$ cat src/rtl/core/apsp_pkg.sv
// Shared types and constants for the all-pairs shortest path engine.
// No dependencies; every other file refers to this package by scoped name.
package apsp_pkg;

  localparam int DistW   = 38;
  localparam int WeightW = 32;
  localparam int NodeW   = 6;
  localparam int OpW     = 3;
  localparam int CfgW    = 7;

  localparam logic [DistW-1:0] DistInf     = '1;
  localparam logic [CfgW-1:0]  NumNodesRst = 7'd64;

  typedef logic [DistW-1:0] dist_t;

  typedef enum logic [OpW-1:0] {
    OP_LOAD   = 3'd0,
    OP_CLOSE  = 3'd1,
    OP_INSERT = 3'd2,
    OP_QUERY  = 3'd3,
    OP_CLEAR  = 3'd4
  } op_e;

  typedef enum logic [2:0] {
    ST_CLEAR,
    ST_IDLE,
    ST_RD_OPS,
    ST_RD_CUR,
    ST_UPDATE,
    ST_QUERY,
    ST_QOUT
  } state_e;

  typedef struct packed {
    dist_t sum;
    dist_t low;
  } alu_res_t;

endpackage

$ cat src/rtl/core/apsp_alu.sv
// Shared saturating adder with min-compare for matrix relaxation.
// Depends on apsp_pkg.
module apsp_alu (
  input  apsp_pkg::dist_t    op_a_i,
  input  apsp_pkg::dist_t    op_b_i,
  input  apsp_pkg::dist_t    cur_i,
  output apsp_pkg::alu_res_t res_o
);

  logic [apsp_pkg::DistW:0] raw;
  logic                     sat;

  assign raw = {1'b0, op_a_i} + {1'b0, op_b_i};
  assign sat = (op_a_i == apsp_pkg::DistInf) || (op_b_i == apsp_pkg::DistInf) ||
               raw[apsp_pkg::DistW] || (&raw[apsp_pkg::DistW-1:0]);

  always_comb begin
    res_o.sum = sat ? apsp_pkg::DistInf : raw[apsp_pkg::DistW-1:0];
    res_o.low = (res_o.sum < cur_i) ? res_o.sum : cur_i;
  end

endmodule

$ cat config.mk
export PLATFORM = sky130hd
export DESIGN_NAME = apsp_alu
export DESIGN_NICKNAME = d
export VERILOG_FILES = /design/src/rtl/core/apsp_pkg.sv /design/src/rtl/core/apsp_alu.sv
export SDC_FILE = /design/constraint.sdc
export NUM_CORES = 1
export LEC_CHECK = 0
export BUFFER_PORTS_ARGS = -buffer_cell sky130_fd_sc_hd__buf_2
export CELL_PAD_IN_SITES_DETAIL_PLACEMENT = 1
export CELL_PAD_IN_SITES_GLOBAL_PLACEMENT = 1
export CORE_ASPECT_RATIO = 0.7
export CORE_MARGIN = 5
export CORE_UTILIZATION = 37
export DETAILED_ROUTE_END_ITERATION = 7
export PLACE_DENSITY_LB_ADDON = 0.1
export SYNTH_ARGS = -nofsm -noshare
export SYNTH_HDL_FRONTEND = slang
export SYNTH_SLANG_ARGS = --single-unit
$ cat constraint.sdc
create_clock -name vclk -period 10.62
set_input_delay 2.124 -clock vclk [all_inputs]
set_output_delay 2.124 -clock vclk [all_outputs]
set_load 0.03 [all_outputs]
Yosys cells after proc, flatten, opt, wreduce, memory -nomap -nowiden
Index checks and enable logic that the tools add are counted.
Storage, ports and cells
  ROM bits: 0
  RAM bits: 0
  output and inout port bits: 76
  flip-flop bits (word level): 0
  latch bits: 0
  input port bits: 114
  memories kept: 0
  logic and storage cells: 10
Operators by class
  shifts and indexed selects: 0
  div/mod/pow operators: 0
  reduce and logical (&&, ||, !) cells: 4
  eq/ne operators: 2
  add/subtract/negate cells: 1
  muxes and demuxes: 2
  multipliers: 0
  bitwise logic cells: 0
  $lt $le $gt $ge: 1
Operators by type and width (number)
  $eq A38 B38 Y1 const B: 2
  $mux W38: 2
  $add A38 B38 Y39: 1
  $lt A38 B38 Y1: 1
  $reduce_and A38 Y1: 1
  $logic_or A1 B1 Y1: 3

Logic depth before layout (Yosys ltp)
  depth in word-level cells: 7
  depth in mapped cells: 25

Worst setup path after synthesis
Ideal clock, no wire load.
  kind: input-to-output
  start point: input port op_a_i[0]
  end point: output port res_o[10] (netlist name)
  arrival time: 6703 ps
  data required time: 8496 ps
  slack: 1793 ps
  buffers on the path: 3
  cell stages on the path: 24
  cell sequence: ha_1 > inv_1 > fa_1 > nand2b_1 > a21oi_1 > o21a_1 > o21ai_1 > a2111oi_4 > o21bai_2 > and2_1 > buf_4 > buf_2 > nand2_1 > ha_1 > a21o_1 > a211oi_1 > nor2_1 > o211ai_1 > nand2_1 > a2111oi_0 > o21ai_0 > a21oi_2 > buf_2 > mux2_2
RTL lines
  start, declared: RTL line apsp_alu.sv:4  | input apsp_pkg::dist_t op_a_i,
  end, declared: RTL line apsp_alu.sv:7  | output apsp_pkg::alu_res_t res_o

==> metrics.cfg <==
[run_status]
outcome = finished, final reports clean

[synth]
yosysWarnings = 0
yosys.area.top_type_share = 0.234
synth_nets = 746
synth.avg_cell_area_um2 = 7.21
syn_area_um2 = 4010
synth_commonest_cells = ha_1 (75), nand2_1 (63), inv_1 (53)
syn_inst = 556
synth.largest_area_cell = ha_1
seq_area_frac_synth = 0
yosysMostFrequentCell = ha_1
yosys.cell_types.count = 56
synthTopCellsByArea = ha_1 (23%), mux2_4 (7.5%), a21oi_1 (6.4%)

[grt]
grt_overflow_total = 0
grt_pass1_wl_um = 26200
grt_max_degree = 29
first_global_vias = 4900
grt_usage = 0.239
grt_antenna_before_repair = 0

[timing]
slew_headroom = 0.510
finalHoldViolCount = 0
whs_ps = 4640
period_minus_slack_ps = 9790
layout_setup_ws_ps = 831
slew_violations = 0
rsz0062_at_grt = no
setup_viol = 0
worstMarginPinSlew_ps = 735
fmax_ghz = 0.102
timing.final.crit_share = 0.922
tns_ps = 0

[final_layout]
num-fill-cells = 1457
stdcell_area_um2 = 5020
clock_buffers = 0
fin_nets = 919
register_area_um2 = 0
diodes = 0
layout-drive-gt1-share = 0.336
area_growth_pct = 25.2
flops_and_latches = 0

[pwr]
clockPowerShare = 0
power.switching_mw = 0.372
p_leak_nw = 2.62
finalPower_mw = 0.586
seq_power_share = 0
pwr-share-comb = 1.000
powerDensity_nw_per_um2 = 117
internal_power_mw = 0.213
p_sw_frac = 0.636
ir_drop_v = 0.0000570

[placed_design]
dpl_cell_area_um2 = 5020
gp_congestion = 0.913
io_buffers = 190
dp_slack_ps = 842
place_hpwl_um = 15000

[detailed_routing]
drt.antenna.violating_nets = 0
vias = 4881
drt_pre_antenna_iters = 5
wl_per_cell_um = 19.2
route.detailed.drc = 0
viasPerCell = 5.68
wirelength_um = 16500
dr.first_iter.drc_count = 241

[worst_setup_path]
arrival_ps = 7660
cp.required_ps = 8500
crit_end = res_o[37]
critPathKind = primary input to output pin
start_kind = primary input
end_kind = output pin
critPathLaunch = op_a_i[0]
crit_fanout = 28

[clock_network]
post-cts-setup-buffer-count = 0
holdBufCountCts = 0
cts_resized = 0

[floorplan]
dieHeight_um = 97.1
die_x_um = 134
core_area_um2 = 10500
rows = 31
io_pins = 190
die_area_um2 = 13100
start_util = 0.383

[hold_path]
hold_path_class = primary input to output pin
whs_path_depth = 3

[job]
cap_violations = 0

## logic make-up (layout without fill, tap and decap cells)
kind of cell | Yosys count | count (layout) | share of synthesized area
fa+ha+maj | 76 | 76 | 0.239
buf+inv | 74 | 245 | 0.0846
compound gates | 156 | 156 | 0.251
simple gates | 181 | 181 | 0.232
mux | 39 | 39 | 0.128
xor+xnor | 30 | 30 | 0.0655
## cell usage in the layout, fill, tap and decap left out, types with 7 or more instances in the layout
cell	count
buf_2	190
ha_1	75
nand2_1	63
inv_1	53
a21oi_1	51
nand4_1	37
o21ai_0	29
a21o_1	26
nor2_1	22
mux2_4	20
mux2_2	19
xnor2_1	17
nand3_1	16
xor2_1	13
and3_1	10
o21ai_1	7
## metrics by stage
| stage | utilization | instances |
|---|---|---|
| 3_5_place_dp | 0.479 | 859 |
| 4_1_cts | 0.479 | 859 |
| 6_report | 0.479 | 859 |
| 2_1_floorplan | - | 556 |
| 3_3_place_gp | 0.479 | 859 |
| 5_1_grt | 0.479 | 859 |
## worst max-delay path, cell delays in order
cell	delay (ps)
buf_2	90
ha_1	180
inv_1	60
fa_1	400
nand2b_1	180
a21oi_1	180
o21a_1	200
o21ai_1	130
a2111oi_4	400
o21bai_2	140
and2_1	410
o21ai_1	430
ha_1	350
a21o_1	160
a21o_1	160
a21oi_1	140
o21ai_0	120
o2bb2ai_1	140
a211oi_1	250
o21ai_0	210
a21oi_4	380
buf_12	270
mux2_2	360
buf_2	180
## worst min-delay path by stage
stage,from,endpoint,slack (ps)
final,cur_i[27],res_o[27],4640
after global routing,cur_i[33],res_o[33],4650
after CTS,cur_i[33],res_o[33],4650
after detailed placement,cur_i[4],res_o[4],4640
after global placement,cur_i[30],res_o[30],4640
after floorplan,cur_i[17],res_o[17],4430
## final cells by class
cell class	instances	area, µm²	share of cell area
Tap cell	132	165	0.0329
Multi-Input combinational cell	482	3680	0.733
Timing Repair Buffer	192	978	0.195
Inverter	53	199	0.0396
## power groups by stage
stage | sequential [mW] | clock [mW] | combinational [mW]
detailed placement | 0 | 0 | 0.582
finish | 0 | 0 | 0.586
global route | 0 | 0 | 0.629
floorplan | 0 | 0 | 0.422
global placement | 0 | 0 | 0.571
CTS | 0 | 0 | 0.584
## routing by layer
layer,track usage,part of all wire,vias to the layer above
li1,-,-,2386
met1,0.360,0.50,2335
met2,0.386,0.44,156
met3,0.0233,0.058,4
met4,0.00391,0.0013,0
met5,0,0,-
(Power assumes the default switching activity.)
