--- src/rtl/core/apsp_pkg.sv ---
// Shared types and constants for the all-pairs shortest path engine.
// No dependencies; every other file refers to this package by scoped name.
package apsp_pkg;

  localparam int DistW   = 38;
  localparam int WeightW = 32;
  localparam int NodeW   = 6;
  localparam int OpW     = 3;
  localparam int CfgW    = 7;

  localparam logic [DistW-1:0] DistInf     = '1;
  localparam logic [CfgW-1:0]  NumNodesRst = 7'd64;

  typedef logic [DistW-1:0] dist_t;

  typedef enum logic [OpW-1:0] {
    OP_LOAD   = 3'd0,
    OP_CLOSE  = 3'd1,
    OP_INSERT = 3'd2,
    OP_QUERY  = 3'd3,
    OP_CLEAR  = 3'd4
  } op_e;

  typedef enum logic [2:0] {
    ST_CLEAR,
    ST_IDLE,
    ST_RD_OPS,
    ST_RD_CUR,
    ST_UPDATE,
    ST_QUERY,
    ST_QOUT
  } state_e;

  typedef struct packed {
    dist_t sum;
    dist_t low;
  } alu_res_t;

endpackage

--- src/rtl/core/apsp_ctrl.sv ---
// Sequencer: request decode, loop counters, relax steps, clearing sweep, query result.
// Depends on apsp_pkg; drives apsp_mem and apsp_alu from the top level.
module apsp_ctrl #(
  parameter int MAX_NODES   = 64,
  parameter int WEIGHT_BITS = 32
) (
  input  logic                                  clk_i,
  input  logic                                  rst_ni,
  input  logic                                  start,
  output logic                                  busy,
  input  logic [apsp_pkg::OpW-1:0]              operation_i,
  input  logic [apsp_pkg::NodeW-1:0]            node_a_i,
  input  logic [apsp_pkg::NodeW-1:0]            node_b_i,
  input  logic [apsp_pkg::WeightW-1:0]          weight_i,
  input  logic [apsp_pkg::CfgW-1:0]             num_nodes_i,
  output logic                                  mem_we_o,
  output logic [2*$clog2(MAX_NODES)-1:0]        mem_waddr_o,
  output apsp_pkg::dist_t                       mem_wdata_o,
  output logic [2*$clog2(MAX_NODES)-1:0]        mem_raddr0_o,
  output logic [2*$clog2(MAX_NODES)-1:0]        mem_raddr1_o,
  input  apsp_pkg::dist_t                       mem_rdata0_i,
  input  apsp_pkg::dist_t                       mem_rdata1_i,
  output apsp_pkg::dist_t                       alu_a_o,
  output apsp_pkg::dist_t                       alu_b_o,
  output apsp_pkg::dist_t                       alu_cur_o,
  input  apsp_pkg::alu_res_t                    alu_res_i,
  output logic                                  result_valid_o,
  output apsp_pkg::dist_t                       distance_o,
  output logic                                  unreachable_o
);

  localparam int NW   = $clog2(MAX_NODES);
  localparam int AW   = 2 * NW;
  localparam int CmpW = ($clog2(MAX_NODES + 1) > apsp_pkg::CfgW) ?
                        $clog2(MAX_NODES + 1) : apsp_pkg::CfgW;
  localparam logic [63:0] WMaskW = (64'd1 << WEIGHT_BITS) - 64'd1;
  localparam logic [apsp_pkg::WeightW-1:0] WMask = WMaskW[apsp_pkg::WeightW-1:0];

  apsp_pkg::state_e state_q, state_d;
  apsp_pkg::op_e    op_q, op_d;
  logic [NW-1:0]    a_q, a_d, b_q, b_d;
  logic [NW-1:0]    i_q, i_d, j_q, j_d, k_q, k_d;
  logic             half_q, half_d;
  logic             rng_q, rng_d;
  apsp_pkg::dist_t  w_q, w_d, s1_q, s1_d;
  logic [AW-1:0]    clr_q, clr_d;
  logic             res_valid_q, res_valid_d;
  apsp_pkg::dist_t  dist_q, dist_d;
  logic             unr_q, unr_d;

  logic [CmpW-1:0]  n_act, n_last;
  logic             in_range, i_last, j_last, k_last, done;
  logic [AW-1:0]    tgt;

  assign n_act = (CmpW'(num_nodes_i) > CmpW'(MAX_NODES)) ? CmpW'(MAX_NODES) :
                 CmpW'(num_nodes_i);
  assign n_last   = n_act - CmpW'(1);
  assign in_range = (CmpW'(node_a_i) < n_act) && (CmpW'(node_b_i) < n_act);
  assign i_last   = (CmpW'(i_q) == n_last);
  assign j_last   = (CmpW'(j_q) == n_last);
  assign k_last   = (CmpW'(k_q) == n_last);
  assign done     = j_last && i_last && ((op_q == apsp_pkg::OP_INSERT) || k_last);
  assign busy     = (state_q != apsp_pkg::ST_IDLE);

  always_comb begin
    if (op_q == apsp_pkg::OP_LOAD) begin
      tgt = half_q ? {b_q, a_q} : {a_q, b_q};
    end else begin
      tgt = {i_q, j_q};
    end
  end

  always_ff @(posedge clk_i or negedge rst_ni) begin
    if (!rst_ni) begin
      state_q     <= apsp_pkg::ST_CLEAR;
      op_q        <= apsp_pkg::OP_CLEAR;
      clr_q       <= '0;
      half_q      <= 1'b0;
      i_q         <= '0;
      j_q         <= '0;
      k_q         <= '0;
      res_valid_q <= 1'b0;
    end else begin
      state_q     <= state_d;
      op_q        <= op_d;
      clr_q       <= clr_d;
      half_q      <= half_d;
      i_q         <= i_d;
      j_q         <= j_d;
      k_q         <= k_d;
      res_valid_q <= res_valid_d;
    end
  end

  always_ff @(posedge clk_i) begin
    a_q    <= a_d;
    b_q    <= b_d;
    rng_q  <= rng_d;
    w_q    <= w_d;
    s1_q   <= s1_d;
    dist_q <= dist_d;
    unr_q  <= unr_d;
  end

  always_comb begin
    state_d      = state_q;
    op_d         = op_q;
    a_d          = a_q;
    b_d          = b_q;
    i_d          = i_q;
    j_d          = j_q;
    k_d          = k_q;
    half_d       = half_q;
    rng_d        = rng_q;
    w_d          = w_q;
    s1_d         = s1_q;
    clr_d        = clr_q;
    res_valid_d  = 1'b0;
    dist_d       = dist_q;
    unr_d        = unr_q;
    mem_we_o     = 1'b0;
    mem_waddr_o  = tgt;
    mem_wdata_o  = alu_res_i.low;
    mem_raddr0_o = tgt;
    mem_raddr1_o = tgt;
    alu_a_o      = mem_rdata0_i;
    alu_b_o      = mem_rdata1_i;
    alu_cur_o    = apsp_pkg::DistInf;

    case (state_q)
      apsp_pkg::ST_CLEAR: begin
        mem_we_o    = 1'b1;
        mem_waddr_o = clr_q;
        mem_wdata_o = (clr_q[AW-1:NW] == clr_q[NW-1:0]) ? '0 : apsp_pkg::DistInf;
        clr_d       = clr_q + AW'(1);
        if (&clr_q) begin
          state_d = apsp_pkg::ST_IDLE;
        end
      end
      apsp_pkg::ST_IDLE: begin
        if (start) begin
          op_d   = apsp_pkg::op_e'(operation_i);
          a_d    = NW'(node_a_i);
          b_d    = NW'(node_b_i);
          w_d    = apsp_pkg::DistW'(weight_i & WMask);
          rng_d  = in_range;
          half_d = 1'b0;
          i_d    = '0;
          j_d    = '0;
          k_d    = '0;
          clr_d  = '0;
          case (apsp_pkg::op_e'(operation_i))
            apsp_pkg::OP_LOAD, apsp_pkg::OP_INSERT: begin
              if (in_range) begin
                state_d = apsp_pkg::ST_RD_OPS;
              end
            end
            apsp_pkg::OP_CLOSE: begin
              if (n_act != '0) begin
                state_d = apsp_pkg::ST_RD_OPS;
              end
            end
            apsp_pkg::OP_QUERY: state_d = apsp_pkg::ST_QUERY;
            apsp_pkg::OP_CLEAR: state_d = apsp_pkg::ST_CLEAR;
            default: state_d = apsp_pkg::ST_IDLE;
          endcase
        end
      end
      apsp_pkg::ST_RD_OPS: begin
        case (op_q)
          apsp_pkg::OP_CLOSE: begin
            mem_raddr0_o = {i_q, k_q};
            mem_raddr1_o = {k_q, j_q};
          end
          apsp_pkg::OP_INSERT: begin
            mem_raddr0_o = half_q ? {i_q, b_q} : {i_q, a_q};
            mem_raddr1_o = half_q ? {a_q, j_q} : {b_q, j_q};
          end
          default: ;
        endcase
        state_d = apsp_pkg::ST_RD_CUR;
      end
      apsp_pkg::ST_RD_CUR: begin
        s1_d    = (op_q == apsp_pkg::OP_LOAD) ? '0 : alu_res_i.sum;
        state_d = apsp_pkg::ST_UPDATE;
      end
      apsp_pkg::ST_UPDATE: begin
        alu_a_o   = s1_q;
        alu_b_o   = (op_q == apsp_pkg::OP_CLOSE) ? '0 : w_q;
        alu_cur_o = mem_rdata0_i;
        mem_we_o  = 1'b1;
        if ((op_q != apsp_pkg::OP_CLOSE) && !half_q) begin
          half_d  = 1'b1;
          state_d = apsp_pkg::ST_RD_OPS;
        end else if (op_q == apsp_pkg::OP_LOAD) begin
          state_d = apsp_pkg::ST_IDLE;
        end else begin
          half_d = 1'b0;
          j_d    = j_last ? '0 : j_q + NW'(1);
          if (j_last) begin
            i_d = i_last ? '0 : i_q + NW'(1);
          end
          if (j_last && i_last && !k_last) begin
            k_d = k_q + NW'(1);
          end
          state_d = done ? apsp_pkg::ST_IDLE : apsp_pkg::ST_RD_OPS;
        end
      end
      apsp_pkg::ST_QUERY: begin
        mem_raddr0_o = {a_q, b_q};
        state_d      = apsp_pkg::ST_QOUT;
      end
      apsp_pkg::ST_QOUT: begin
        res_valid_d = 1'b1;
        unr_d       = !rng_q || (mem_rdata0_i == apsp_pkg::DistInf);
        dist_d      = (!rng_q || (mem_rdata0_i == apsp_pkg::DistInf)) ? '0 : mem_rdata0_i;
        state_d     = apsp_pkg::ST_IDLE;
      end
      default: state_d = apsp_pkg::ST_IDLE;
    endcase
  end

  assign result_valid_o = res_valid_q;
  assign distance_o     = dist_q;
  assign unreachable_o  = unr_q;

`ifndef SYNTH
  a_query_result: assert property (@(posedge clk_i) disable iff (!rst_ni)
    (start && !busy && (operation_i == apsp_pkg::OP_QUERY)) |-> ##3 res_valid_q)
    else $error("query request gave no result strobe");

  a_result_src: assert property (@(posedge clk_i) disable iff (!rst_ni)
    res_valid_q |-> $past(state_q == apsp_pkg::ST_QOUT))
    else $error("result strobe outside a query");

  a_update_lowers: assert property (@(posedge clk_i) disable iff (!rst_ni)
    (state_q == apsp_pkg::ST_UPDATE) |-> (mem_wdata_o <= mem_rdata0_i))
    else $error("relax step raised a distance");

  a_clear_full: assert property (@(posedge clk_i) disable iff (!rst_ni)
    ((state_q == apsp_pkg::ST_IDLE) && ($past(state_q) == apsp_pkg::ST_CLEAR))
    |-> $past(&clr_q))
    else $error("clearing sweep ended early");
`endif

endmodule

--- config.mk ---
export PLATFORM = sky130hd
export DESIGN_NAME = apsp_ctrl
export DESIGN_NICKNAME = d
export VERILOG_FILES = /design/src/rtl/core/apsp_pkg.sv /design/src/rtl/core/apsp_ctrl.sv
export SDC_FILE = /design/constraint.sdc
export NUM_CORES = 1
export LEC_CHECK = 0
export BUFFER_PORTS_ARGS = -buffer_cell sky130_fd_sc_hd__buf_4
export CAP_MARGIN = 20
export CORE_AREA = 2 2 172 174
export DETAILED_ROUTE_END_ITERATION = 12
export DIE_AREA = 0 0 174 176
export PLACE_DENSITY = 0.61
export RECOVER_POWER = 50
export SKIP_LAST_GASP = 1
export SYNTH_ARGS = -nofsm -noshare
export SYNTH_HDL_FRONTEND = slang
export SYNTH_SLANG_ARGS = --single-unit
--- constraint.sdc ---
create_clock -name clk_i -period 4.35 [get_ports clk_i]
set_input_delay 0.87 -clock clk_i [delete_from_list [all_inputs] [get_ports clk_i]]
set_output_delay 0.87 -clock clk_i [all_outputs]
set_load 0.005 [all_outputs]
# Word level (Yosys, flattened, before mapping)
# Cells that the tools add are included.
dict set report word_totals {
  regBits 160
  latchBits 0
  ram_bits 0
  romBits 0
  input_bits 209
  mem_count 0
}
dict set report classes {
  addsub 5
  mul 0
  n_div 0
  order_cmp 3
  n_eq_ne 28
  shifts 0
  n_mux 47
  bitwise 0
  reduce_logical 26
}
# operator n
set ops {}
lappend ops {{38-bit 2-to-1 mux} 5}
lappend ops {{12-bit case mux with 2 select lines} 4}
lappend ops {{12-bit 2-to-1 mux} 6}
lappend ops {{6-bit 2-to-1 mux} 12}
lappend ops {{38-bit equality test (second input constant)} 1}
lappend ops {{6-bit case mux with 2 select lines} 3}
lappend ops {{32-bit 2-to-1 mux} 1}
lappend ops {{6-bit by 7-bit equality test with 1-bit output} 3}
lappend ops {{6-bit by 1-bit adder with 6-bit output (second input constant)} 3}
lappend ops {{3-bit case mux with 6 select lines} 1}
lappend ops {{3-bit by 2-bit equality test with 1-bit output (second input constant)} 5}
lappend ops {{6-bit by 7-bit < comparator with 1-bit output} 2}
lappend ops {{12-bit by 1-bit adder with 12-bit output (second input constant)} 1}
lappend ops {{3-bit equality test (second input constant)} 4}
lappend ops {{3-bit 2-to-1 mux} 4}
lappend ops {{2-bit != test (second input constant)} 6}
lappend ops {{3-bit case mux with 4 select lines} 1}
lappend ops {{12-bit AND reduction} 1}
lappend ops {{5-bit AND reduction} 2}
lappend ops {{3-bit by 1-bit equality test with 1-bit output (second input constant)} 3}
lappend ops {{3-bit logical NOT} 3}
lappend ops {{3-bit != test (second input constant)} 3}
lappend ops {{4-bit AND reduction} 2}
lappend ops {{7-bit > comparator (second input constant)} 1}
lappend ops {{15 further kinds} 32}

# Depth between registers and ports, before layout
dict set report depth {
  ltp_word 10
  ltp_mapped 11
}

# Least setup slack after synthesis
# OpenSTA, ideal clock, no wires.
dict set report synth_timing {
  kind {input port to flip-flop}
  startpoint {in num_nodes_i[6] (netlist bit)}
  endpoint {reg i_q[4]}
  setup_time_ns 0.069
  t_arrival_ns 3.519
  required_ns 4.281
  slack_ns 0.762
  stages 10
  n_path_buf 1
  cell_sequence {clkbuf_1 nand2b_1 ha_1 inv_2 xnor3_1 or4_4 nor4b_4 a31oi_4 or4b_1 nand3_1}
}
dict set report synth_between {
  elab_chain_len 9
}
# element line_no
set synth_lines {}
lappend synth_lines {{start, declared} apsp_ctrl.sv:15} ;# input logic [apsp_pkg::CfgW-1:0] num_nodes_i,
lappend synth_lines {{7-bit > comparator} apsp_ctrl.sv:55} ;# assign n_act = (CmpW'(num_nodes_i) > CmpW'(MAX_NODES)) ? CmpW'(MAX_NODES) :
lappend synth_lines {{7-bit 2-to-1 mux (*)} apsp_ctrl.sv:55}
lappend synth_lines {{7-bit by 1-bit subtractor with 7-bit output (*)} apsp_ctrl.sv:57} ;# assign n_last = n_act - CmpW'(1);
lappend synth_lines {{6-bit by 7-bit equality test with 1-bit output} apsp_ctrl.sv:59} ;# assign i_last = (CmpW'(i_q) == n_last);
lappend synth_lines {{6-bit 2-to-1 mux} apsp_ctrl.sv:201} ;# i_d = i_last ? '0 : i_q + NW'(1);
lappend synth_lines {{6-bit 2-to-1 mux} apsp_ctrl.sv:200} ;# if (j_last) begin
lappend synth_lines {{6-bit 2-to-1 mux} apsp_ctrl.sv:195} ;# end else if (op_q == apsp_pkg::OP_LOAD) begin
lappend synth_lines {{6-bit 2-to-1 mux} apsp_ctrl.sv:192} ;# if ((op_q != apsp_pkg::OP_CLOSE) && !half_q) begin
lappend synth_lines {{6-bit case mux with 2 select lines} apsp_ctrl.sv:130} ;# case (state_q)
lappend synth_lines {{end signal, assigned} apsp_ctrl.sv:88} ;# i_q <= i_d;
lappend synth_lines {{end, declared} apsp_ctrl.sv:42} ;# logic [NW-1:0] i_q, i_d, j_q, j_d, k_q, k_d;
# Every way passes the cells marked *; elsewhere a longest branch is shown, timed or not. The select of a mux whose other input is x is not followed.
# A chain may end at the register's enable or synchronous reset.

# Final worst setup path
dict set report layout_timing {
  startpoint {reg state_q[0]}
  endpoint {out mem_raddr0_o[6]}
}
dict set report layout_between {
  elab_chain_len 2
}
# element line_no
set layout_lines {}
lappend layout_lines {{start, declared} apsp_ctrl.sv:39} ;# apsp_pkg::state_e state_q, state_d;
lappend layout_lines {{start signal, assigned} apsp_ctrl.sv:75} ;# state_q <= apsp_pkg::ST_CLEAR;
lappend layout_lines {{start signal, assigned} apsp_ctrl.sv:84} ;# state_q <= state_d;
lappend layout_lines {{3-bit equality test / 3-bit by 2-bit equality test with 1-bit output (equally long branches)} apsp_ctrl.sv:130}
lappend layout_lines {{12-bit case mux with 2 select lines (*)} apsp_ctrl.sv:130}
lappend layout_lines {{end, declared} apsp_ctrl.sv:19} ;# output logic [2*$clog2(MAX_NODES)-1:0] mem_raddr0_o,
# Every way passes the cells marked *; elsewhere a longest branch is shown, timed or not.

==> flow_summary_export.csv <==
group,metric,value,unit
logic_synthesis,syn_nets,1154,
logic_synthesis,synth_flop_cell,"edfxtp_1",
timing,fin_tns_setup,0,ps
pwr,combPwrFrac,0.362,
drt,met3WireLength,2350,um
placement,pre_cts_ws,553,ps
timing,fmax,278,MHz
logic_synthesis,async_reset_ff_frac,0.238,
cells_and_area,layout-area-overhead-vs-synth,46.4,%
logic_synthesis,synth_edf_count,122,
timing,rsz0062_at_grt,"no",
pwr,peakVddDrop,0.299,mV
cts,clk_pin_slew,60,ps
grt,grt_pass1_wl,49000,um
grt,grt_overflow,0,
worst_hold_path,min_path_type,"register to register",
timing,whs,493,ps
cts,cts_root_buf,"clkbuf_16",
drt,drc_errors,0,
drt,vias,8591,
cells_and_area,fin_nets,1571,
status,violations,"max-capacitance violations, max-slew violations",
logic_synthesis,synthDistinctLibCells,62,
setup_path,critical_path_arrival,2730,ps
drt,routed_wl,32600,um
placement,placed_cells,1712,
status,run_status,"complete, but fails checks",
timing,timing.final.crit_share,0.828,
cts,cts_buffer_depth,2,
floorplan,core,28500,um2
timing,final_hold_viol_count,0,
pwr,p_total,5.58,mW
grt,grt_max_degree,68,
cells_and_area,n_antenna_cell,0,
timing,period_needed,3600,ps
cts,numCtsBuffers,17,
timing,clock-skew-final,15.9,ps
logic_synthesis,ys_seq_elements,160,
logic_synthesis,synth-seq-area-share,0.505,
grt,grt_pass1_vias,8389,
setup_path,critPathMaxFanout,19,
logic_synthesis,syn_avg_cell_area,9.83,um2
timing,slew_headroom,-0.659,
cts,hold_buffers,0,
cts,cts_setup_buffers,0,
pwr,pwr-share-seq,0.346,
drt,ant_nets,0,
drt,highest_layer,"met4",
timing,setup_viol_count_final,0,
cells_and_area,stdcell_count,1743,
cts,cts.sinks,160,
placement,place_hpwl,25100,um
placement,gp_congestion,0.849,
pwr,power.switching,1.78,mW
cts,post_cts_resized,0,
floorplan,die_w,174,um
drt,met2_wirelength,16300,um
floorplan,rows,62,
pwr,clkPwrFrac,0.292,
cells_and_area,layout-drive-gt1-share,0.382,
drt,wl_met1,13300,um
pwr,swShare,0.319,
logic_synthesis,synth_area_leader_cell,"edfxtp_1",
cts,insertion_delay,420,ps
logic_synthesis,ys_warn_count,0,
grt,antenna_found_initial,0,
placement,portBuffers,438,
setup_path,critPathKind,"register to output port",
grt,grt_use_total,0.206,
drt,vias_per_cell,4.93,
logic_synthesis,synth_top_cell_area_share,0.401,
pwr,internal_power,3.80,mW
pwr,power_leakage,5.68,nW
logic_synthesis,synthCells,930,
logic_synthesis,synth_area,9140,um2
timing,finalWorstSetupSlack,749,ps
pwr,power_density,417,nW/um2
drt,first_pass_iters,5,
setup_path,critical_path_required,3480,ps
timing,max_slew.worst_pin.slew,2480,ps
drt,drt-wirelength-per-cell,18.7,um
floorplan,ios,439,
timing,drv_slew,147,
floorplan,die_area,30600,um2
drt,drtIter0Drc,555,
cts,h-tree-depth,4,
floorplan,initial_core_util,0.320,
setup_path,r2r_setup_slack,780,ps
cts,cts_tree,"built",
floorplan,die_h,176,um
setup_path,endpoint_kind,"output port",
flow_run,maxCapViolCount,4,
logic_synthesis,ys_top_cells_by_area,"edfxtp_1 (40%), dfrtp_1 (10%), nand2_1 (7.4%), a22o_1 (3.4%), a21o_1 (3.2%)",
setup_path,start_kind,"register",
==> cell families after synthesis <==
logic type / Yosys count / share of synthesized area
buf+inv: 78 / 0.0326
fa+ha+maj: 15 / 0.0205
mux: 15 / 0.0166
xor+xnor: 30 / 0.0333
simple gates: 425 / 0.237
flops: 160 / 0.505
compound gates: 207 / 0.155
==> routing by layer <==
metal / vias to the layer above / GRT usage
met2: 399 / 0.361
met3: 32 / 0.0448
met1: 4024 / 0.257
li1: 4136 / -
met4: 0 / 0.0592
met5: - / 0
==> final timing paths <==
kind	from	cells after the start	end
max in group asynchronous	rst_ni	1	op_q[1]
max reg2reg	state_q[1]	3	distance_o[16]
min in group asynchronous	rst_ni	1	i_q[2]
min	op_q[2]	2	op_q[2]
min reg2reg	op_q[2]	2	op_q[2]
max	state_q[0]	7	mem_raddr0_o[6]
==> power groups by stage <==
stage | combinational (mW) | sequential (mW) | clock, mW
finish | 2.02 | 1.93 | 1.63
global route | 2.23 | 1.95 | 1.74
CTS | 2.06 | 1.93 | 1.67
detailed placement | 2.04 | 1.96 | 0
global placement | 2.04 | 1.96 | 0
floorplan | 0.960 | 1.90 | 0
==> synthesized netlist by cell type, types with 2 or more instances <==
cell / number
or3_1: 8
o21a_1: 5
or2_2: 43
nor2b_1: 42
o31ai_1: 5
nand2b_1: 9
or4b_1: 2
a211o_1: 2
nor3_1: 10
o22ai_1: 8
o21ai_0: 58
a21o_1: 39
a22o_1: 36
nand4_1: 13
inv_1: 19
buf_1: 4
o31a_1: 3
nor2_1: 29
o2111ai_1: 3
and2_1: 45
nand2_1: 180
edfxtp_1: 122
or4_1: 5
xnor2_1: 17
xor2_1: 10
a22oi_1: 11
buf_2: 3
dfrtp_1: 37
nand3_1: 18
and3_1: 4
a21oi_1: 23
xnor3_1: 3
clkbuf_1: 50
mux2i_1: 14
ha_1: 15
nor4_1: 6
a31oi_1: 4
==> cell usage in the layout, fill, tap and decap left out, types with 37 or more instances in the layout <==
cell      count
nand2_1     180
o21ai_0      58
dfrtp_1      37
edfxtp_1    122
clkbuf_4     65
nor2b_1      42
buf_4       365
and2_1       37
a21o_1       39
or2_2        43
==> stage by stage <==
step	util	cell area, um2
after floorplan	-	9140
after global placement	0.451	12900
after detailed placement	0.451	12900
after CTS	0.473	13500
after global routing	0.469	13400
final	0.469	13400
==> worst max-delay path, stage by stage, from the launching register on <==
cell	delay [ps]
dfrtp_1	560
inv_1	150
nand3_1	400
nor2_1	110
buf_4	220
or2_2	390
o21ai_0	310
buf_4	170
==> area by class of cell <==
class / instances / area, um2
sequential: 160 / 4620
inverter: 20 / 75.1
clock inverter: 14 / 205
multi-input combinational: 692 / 4260
clock buffer: 17 / 425
timing repair buffer: 456 / 3330
fill: 2782 / 15200
tap: 384 / 480
==> sequential cells by signal, indices dropped and copies added (netlist names) <==
signal and flops:
distance_o 38, s1_q 38, w_q 32, clr_q 12, a_q 6, b_q 6, i_q 6, j_q 6
k_q 6, op_q 3, state_q 3, half_q 1, result_valid_o 1, rng_q 1, unreachable_o 1
Power figures use the tool's default switching activity.
